<file path="config.mk">
export PLATFORM = sky130hd
export DESIGN_NAME = wmm_cell
export DESIGN_NICKNAME = d
export VERILOG_FILES = /design/src/rtl/wmm_pkg.sv /design/src/rtl/wmm_cell.sv
export SDC_FILE = /design/constraint.sdc
export NUM_CORES = 1
export LEC_CHECK = 0
export BUFFER_PORTS_ARGS = -buffer_cell sky130_fd_sc_hd__clkbuf_2
export CORE_MARGIN = 2
export CORE_UTILIZATION = 43
export CTS_CLUSTER_SIZE = 25
export DETAILED_ROUTE_END_ITERATION = 7
export PLACE_DENSITY = 0.81
export SLEW_MARGIN = 25
export SYNTH_ARGS = -nofsm -noshare
export SYNTH_HDL_FRONTEND = slang
export SYNTH_SLANG_ARGS = --single-unit
</file>
<file path="constraint.sdc">
create_clock -name i_clk -period 3 [get_ports i_clk]
set_clock_uncertainty 0.05 [all_clocks]
set_input_delay 0.6 -clock i_clk [delete_from_list [all_inputs] [get_ports i_clk]]
set_output_delay 0.6 -clock i_clk [all_outputs]
set_load 0.05 [all_outputs]
</file>
<file path="src/rtl/wmm_pkg.sv">
// shared types, constants and helpers for the windowed min/max image filter
// no dependencies; used by every module of the block
package wmm_pkg;

    // default geometry limits
    localparam int MAX_WIDTH_DEF   = 1024;
    localparam int WINDOW_SIZE_DEF = 5;
    localparam int ROW_LIMIT       = 1024;
    localparam int ROW_W           = 10;
    localparam int DIM_W           = 11;

    // reduce modes
    localparam logic FILTER_MIN = 1'b0;
    localparam logic FILTER_MAX = 1'b1;

    // configuration register indexes
    localparam logic [1:0] CFG_FILTER_MODE  = 2'd0;
    localparam logic [1:0] CFG_IMAGE_WIDTH  = 2'd1;
    localparam logic [1:0] CFG_IMAGE_HEIGHT = 2'd2;

    // configuration reset values
    localparam logic [DIM_W-1:0] WIDTH_RST  = 11'd640;
    localparam logic [DIM_W-1:0] HEIGHT_RST = 11'd480;

    // input beat
    typedef struct packed {
        logic [7:0] pixel_value;
        logic       frame_start;
    } t_in_beat;

    // output beat
    typedef struct packed {
        logic [7:0]       filtered_value;
        logic [ROW_W-1:0] centre_column;
        logic [ROW_W-1:0] centre_row;
        logic             frame_last;
    } t_out_beat;

    // line store stage control
    typedef struct packed {
        logic load;
        logic adv;
    } t_lstore_ctl;

    // min or max of two grey levels
    function automatic logic [7:0] pick(input logic mode, input logic [7:0] a,
                                        input logic [7:0] b);
        logic [7:0] res;
        if (mode == FILTER_MAX) begin
            res = (a > b) ? a : b;
        end else begin
            res = (a < b) ? a : b;
        end
        return res;
    endfunction

endpackage

</file>
<file path="src/rtl/wmm_cell.sv">
// one cell of the horizontal window chain: holds one column extreme
// depends on wmm_pkg for the reduce helper
module wmm_cell (
    input  logic       i_clk,
    input  logic       i_rst_n,
    input  logic       i_shift,
    input  logic       i_mode,
    input  logic [7:0] i_shift_in,
    input  logic [7:0] i_part_in,
    output logic [7:0] o_shift_out,
    output logic [7:0] o_part_out
);

    logic [7:0] r_val;

    // stored column extreme moves on to the neighbor on each shift
    always_ff @(posedge i_clk) begin
        if (!i_rst_n) begin
            r_val <= 8'd0;
        end else if (i_shift) begin
            r_val <= i_shift_in;
        end
    end

    // running extreme through the chain
    assign o_part_out  = wmm_pkg::pick(i_mode, i_part_in, r_val);
    assign o_shift_out = r_val;

endmodule

</file>
==> results of run 1 <==
==> repair_timing <==
item,CTS,global route
setup endpoints to repair,8,8
pin swaps,0,1
hold buffers,0,0
setup buffers,0,0
resized for setup,2,28
==> worst min-delay path by stage <==
stage / startpoint / endpoint / cells after the start
3_3_place_gp: o_shift_out[2] / o_shift_out[2] / 2
5_1_grt: o_shift_out[6] / o_shift_out[6] / 2
6_report: o_shift_out[7] / o_shift_out[7] / 2
2_1_floorplan: i_rst_n / o_shift_out[0] / 1
3_5_place_dp: o_shift_out[6] / o_shift_out[6] / 2
4_1_cts: o_shift_out[6] / o_shift_out[6] / 2
==> synthesized netlist by cell type <==
master,instances
o211ai_2,1
ha_1,8
a211o_1,1
a21oi_2,1
mux2i_1,8
nor2b_2,1
nand4_1,2
o211ai_1,1
mux2_4,8
nor2b_1,8
o21ai_1,1
clkbuf_1,1
a21oi_1,3
buf_6,1
inv_1,8
dfxtp_1,8
o211a_1,1
or2_0,1
nand2_1,2
==> per-stage QoR <==
stage | setup TNS (ps) | util | total power [mW] | setup slack (ps)
after detailed placement | -754 | 0.570 | 0.311 | -100
after floorplan | 0 | - | 0.274 | 185
after CTS | 0 | 0.590 | 0.394 | 30.3
final | 0 | 0.616 | 0.400 | 98.2
after global routing | 0 | 0.616 | 0.426 | 5.17
after global placement | -546 | 0.570 | 0.308 | -73.2
==> per-layer routing <==
layer | vias to the layer above | GRT usage | wire length, µm | part of all wire
li1 | 303 | - | - | -
met1 | 269 | 0.198 | 587 | 0.45
met2 | 19 | 0.206 | 613 | 0.47
met3 | 2 | 0.0298 | 89 | 0.069
met4 | 0 | 0.0909 | 10 | 0.0077
met5 | - | 0 | 0 | 0
==> final cells by class <==
cell class,count,area [µm²]
Clock buffer,3,22.5
Fill cell,136,564
Tap cell,16,20.0
Multi-Input combinational cell,47,477
Sequential cell,8,163
Timing Repair Buffer,35,195
Inverter,8,30.0
==> power groups by stage <==
stage / Combinational [mW] / Clock [mW] / Sequential [mW]
floorplan: 0.132 / 0 / 0.142
global placement: 0.187 / 0 / 0.122
detailed placement: 0.189 / 0 / 0.122
CTS: 0.192 / 0.0822 / 0.120
global route: 0.216 / 0.0887 / 0.122
finish: 0.203 / 0.0771 / 0.120
==> cells by family after synthesis <==
| logic type | synth area share |
|---|---|
| multiplexers | 0.304 |
| AND/OR/NAND/NOR | 0.129 |
| AO/OA/AOI/OAI | 0.103 |
| adder cells (fa/ha/maj) | 0.152 |
| buffers and inverters | 0.0684 |
| flip-flops | 0.243 |
==> tightest hold or removal path, stage by stage (launching register included) <==
cell and delay [ps]:
dfxtp_2 330, mux2i_1 120, nor2b_1 60
==> out/results.txt, run 1 <==
Max clock buf depth = 2
clk root buf = clkbuf_4
switching power = 0.160 mW
share of cells above drive strength 1 = 0.535
Yosys cell types = 19
switching share of power = 0.399
Syn. warnings = 0
Critical path origin = i_part_in[5]
r2r setup slk = 2310 ps
CP bufs+invs = 2
crit path max-delay cell type = ha_1
status = finished, final reports clean
top cells by area, synth = dfxtp_1 (24%), mux2_4 (18%), ha_1 (15%)
slowest stage delay, CP = 320 ps
combinational fraction of design power = 0.507
most common cell after layout, fill and taps aside = clkbuf_2
Seq cells post-synth = 8
CP delay by family, top = compound AO/OA/AOI/OAI gates
critical path cell sequence = clkbuf_2 > ha_1 > a21oi_2 > o21ai_1 > or2_0 > o211a_4 > mux2_4 > buf_4
vias in the first global route = 490
Max Freq = 0.345 GHz
pwr dens = 441 mW/mm²
Seq/Total Area, Yosys = 0.243
row count = 14
total number of vias = 593
CP Launch Type = input pin
htree depth = 1
Layout Cells excl Fill = 117
leakage power = 0.471 nW
Worst Reg-to-Reg Cells = 2
Hold Violations, Final = 0
clock group share of total power = 0.193
Layout area overhead = 37.8%
Crit Reg-Reg Startpoint = o_shift_out[4]
final wirelength = 1300 µm
Worst-path clk slew = 50 ps
first-pass GRT wire length = 2030 µm
Total GRT Usage = 0.146
area leader, netlist = dfxtp_1
Seq pwr share = 0.300
top cell type's share of synthesized area = 0.243
Design Area, Final = 907 µm²
worst-path maximum fanout = 8
DRC = 0
Synth Net Count = 93
Setup Viol. Count Final = 0
VDD IR max = 310 µV
Placed Instances = 114
placed wire-length estimate = 1120 µm
Die ar. = 0.00186 mm²
Worst-Skew Late Latency = 240 ps
WL/cell = 11.1 µm
GPL Wtd Cong = 0.764
Gate Count Post-Synth = 65
DR vias/cell = 5.07
CTS sink cnt = 8
final worst path period share = 0.967
Max-slew headroom = 0.815
number of iterations in the first detailed-routing pass = 3
Critical Path AT = 2250 ps
pin count of the biggest net entering global routing = 9
Hold WC Path Type = flip-flop to flip-flop
# diodes = 0
Initial DRC Count = 3
RSZ-0062 raised after global routing = false
crit path time final = 2900 ps
grt ovf = 0
IO buf count = 35
Die H = 43.1 µm
chip width = 43.1 µm
Top Ports = 36
Critical Path End = o_part_out[2]
Final Hold Slack = 500 ps
CP required = 2350 ps
initial antenna violation count = 0
final net count = 131
Core Area = 0.00147 mm²
Max-cap violations = 0
pins over their slew limit = 0
critical path class = input pin to output pin
FF-to-FF End = o_shift_out[4]
DP Area = 838 µm²
Post-Synthesis Cell Area = 658 µm²
Slew @ Worst Pin = 278 ps
post-route ant nets = 0
CP endpoint kind = output pin
TritonCTS clock tree = done
Int Pwr = 0.240 mW
Initial Utilization = 0.447
total stage count of the critical path = 8
max reg flops = 8
cts bufs inserted = 3
Syn Area/Cell = 10.1 µm²
Note: power is estimated with default switching activity, not from simulation.
==> run 2: changes to the inputs <==
--- a/config.mk
+++ b/config.mk
@@ -7,10 +7,11 @@
 export LEC_CHECK = 0
 export BUFFER_PORTS_ARGS = -buffer_cell sky130_fd_sc_hd__clkbuf_2
 export CORE_MARGIN = 2
-export CORE_UTILIZATION = 43
+export CORE_UTILIZATION = 40
+export CTS_CLUSTER_DIAMETER = 120
 export CTS_CLUSTER_SIZE = 25
 export DETAILED_ROUTE_END_ITERATION = 7
-export PLACE_DENSITY = 0.81
+export PLACE_DENSITY = 0.76
 export SLEW_MARGIN = 25
 export SYNTH_ARGS = -nofsm -noshare
 export SYNTH_HDL_FRONTEND = slang
==> run 2 against run 1 <==
- maximum frequency is essentially flat
- clock power grew 1%
- register-to-register slack lost 20 ps
- total power grew 0.81%
- critical endpoint is now o_part_out[7]
- flip-flop and latch count is the same
- cell count is the same
- critical path depth is the same
- worst setup slack gained 2.5 ps
- sequential power is essentially flat
- wire length grew 2.3%
- core utilization shrank 1.9 points
==> out/results.txt, run 2 (synthesized netlist as in run 1, its figures left out) <==
met2 WL post-DR = 676 µm (+10%)
TritonCTS clock tree = done
VDD IR max = 264 µV (-15%)
Worst-Skew Late Latency = 240 ps (about the same)
Max Freq = 0.345 GHz (about the same)
slowest stage delay, CP = 320 ps (about the same)
share of cells above drive strength 1 = 0.535 (unchanged)
Max clock buf depth = 2 (unchanged)
Final Hold Slack = 495 ps (-4.60 ps)
Critical Path AT = 2250 ps (about the same)
chip width = 44.6 µm (+3.3%)
initial antenna violation count = 0 (unchanged)
commonest cells after routing, fill and taps aside = clkbuf_2 (27), inv_1 (8), mux2_4 (8), mux2i_1 (8), nor2b_1 (8)
Max-slew headroom = 0.816 (about the same)
critical path cell sequence = clkbuf_2 > ha_1 > a21oi_2 > o21ai_1 > or2_0 > o211a_4 > mux2_4 > buf_4
Layout area overhead = 38.4%
row count = 14 (unchanged)
most common cell after layout, fill and taps aside = clkbuf_2
Core Area = 0.00152 mm² (+3.6%)
crit path time final = 2900 ps (-2.47 ps)
Place WS = -103 ps (-2.94 ps)
Hold Violations, Final = 0 (unchanged)
CP Launch Type = input pin
DR vias/cell = 4.91 (-3.0%)
Hold WC Path Type = flip-flop to flip-flop
worst-path maximum fanout = 8 (unchanged)
Initial Utilization = 0.432 (-0.0154)
GPL Wtd Cong = 0.732 (-4.2%)
clock group share of total power = 0.194 (about the same)
switching share of power = 0.401 (+0.00173)
DRC = 0 (unchanged)
pin count of the biggest net entering global routing = 9 (unchanged)
placed wire-length estimate = 1150 µm (+2.3%)
Worst-path clk slew = 50 ps (about the same)
fillers = 137 (+0.74%)
Critical path origin = i_part_in[5]
leakage power = 0.472 nW (+0.22%)
Setup Viol. Count Final = 0 (unchanged)
Int Pwr = 0.242 mW (+0.52%)
Max-cap violations = 0 (unchanged)
switching power = 0.162 mW (+1.2%)
grt ovf = 0 (unchanged)
Design Power = 0.404 mW (+0.81%)
Placed Instances = 114 (unchanged)
Met1 Wirelength = 587 µm (unchanged)
Crit Reg-Reg Startpoint = o_shift_out[1]
hold buffer count at CTS = 0 (unchanged)
clk root buf = clkbuf_4
final worst path period share = 0.966 (about the same)
setup ws final = 101 ps (+2.47 ps)
Slew @ Worst Pin = 278 ps (-0.589 ps)
Die H = 44.6 µm (+3.3%)
CP bufs+invs = 2 (unchanged)
total number of vias = 575 (-3.0%)
CP delay by family, top = compound AO/OA/AOI/OAI gates
vias in the first global route = 536 (+9.4%)
final net count = 131 (unchanged)
Top Ports = 36 (unchanged)
status = finished, final reports clean
RSZ-0062 raised after global routing = false
IO buf count = 35 (unchanged)
met3 wire length = 66 µm (-26%)
pwr dens = 443 mW/mm² (+0.40%)
Total GRT Usage = 0.143 (-0.00296)
hold path startpoint = o_shift_out[7]
Seq pwr share = 0.298 (-0.002)
pins over their slew limit = 0 (unchanged)
first-pass GRT wire length = 2140 µm (+5.5%)
critical path class = input pin to output pin
combinational fraction of design power = 0.508 (about the same)
final wirelength = 1330 µm (+2.3%)
CP required = 2350 ps (about the same)
htree depth = 1 (unchanged)
cts bufs inserted = 3 (unchanged)
max reg flops = 8 (unchanged)
Layout Cells excl Fill = 117 (unchanged)
# diodes = 0 (unchanged)
WL/cell = 11.4 µm (+2.3%)
total negative slack = 0 ps (unchanged)
Initial DRC Count = 2 (-1)
number of iterations in the first detailed-routing pass = 2 (-1)
Die ar. = 0.00199 mm² (+6.8%)
CP endpoint kind = output pin
post-route ant nets = 0 (unchanged)
CTS sink cnt = 8 (unchanged)
uppermost layer routed = met3
crit path max-delay cell type = ha_1
-- run 2: changes by cell type in the layout (fill, tap and decap cells not counted) --
cell,previous run,this run
buf_4,8,7
buf_6,0,1
-- run 2: area by class of cell --
class	count	area (µm²)	share of cell area
inverter	8	30.0	0.0330
sequential	8	163	0.179
clock buffer	3	22.5	0.0247
multi-input combinational	47	477	0.523
tap	16	20.0	0.0220
timing repair buffer	35	199	0.218
-- run 2: path summary, 6_finish.rpt --
check                        end  slack (ps)  depth (start not counted)
setup / recovery   o_part_out[7]         100                          8
hold reg to reg   o_shift_out[7]         500                          2
setup reg to reg  o_shift_out[1]        2290                          2
hold / removal    o_shift_out[7]         500                          2
-- run 2: what timing repair did --
item / 4_1_cts / 5_1_grt
pin swaps: 0 / 1
resized for setup: 2 / 29
endpoints found under the setup margin: 8 / 8
buffers inserted: 0 / 0
-- run 2: stage by stage --
stage / cell area (µm²) / utilization
CTS: 868 / 0.570
floorplan: 658 / -
finish: 911 / 0.598
global placement: 838 / 0.550
global route: 911 / 0.598
detailed placement: 838 / 0.550
-- run 2: routing by layer --
metal  vias up  global-route usage
met2        14               0.241
met3         0              0.0204
li1        300                   -
met1       261               0.181
met4         0              0.0545
met5         -                   0
-- run 2: power groups by stage --
stage	Combinational (mW)	Sequential, mW	Clock (mW)
3_3_place_gp	0.187	0.121	0
6_report	0.205	0.120	0.0782
2_1_floorplan	0.132	0.142	0
3_5_place_dp	0.190	0.122	0
4_1_cts	0.193	0.120	0.0823
5_1_grt	0.219	0.121	0.0884
-- run 2: worst min-delay path: stages, from the launching register on --
cell and delay, ps:
dfxtp_2 350, mux2i_1 70, nor2b_1 90
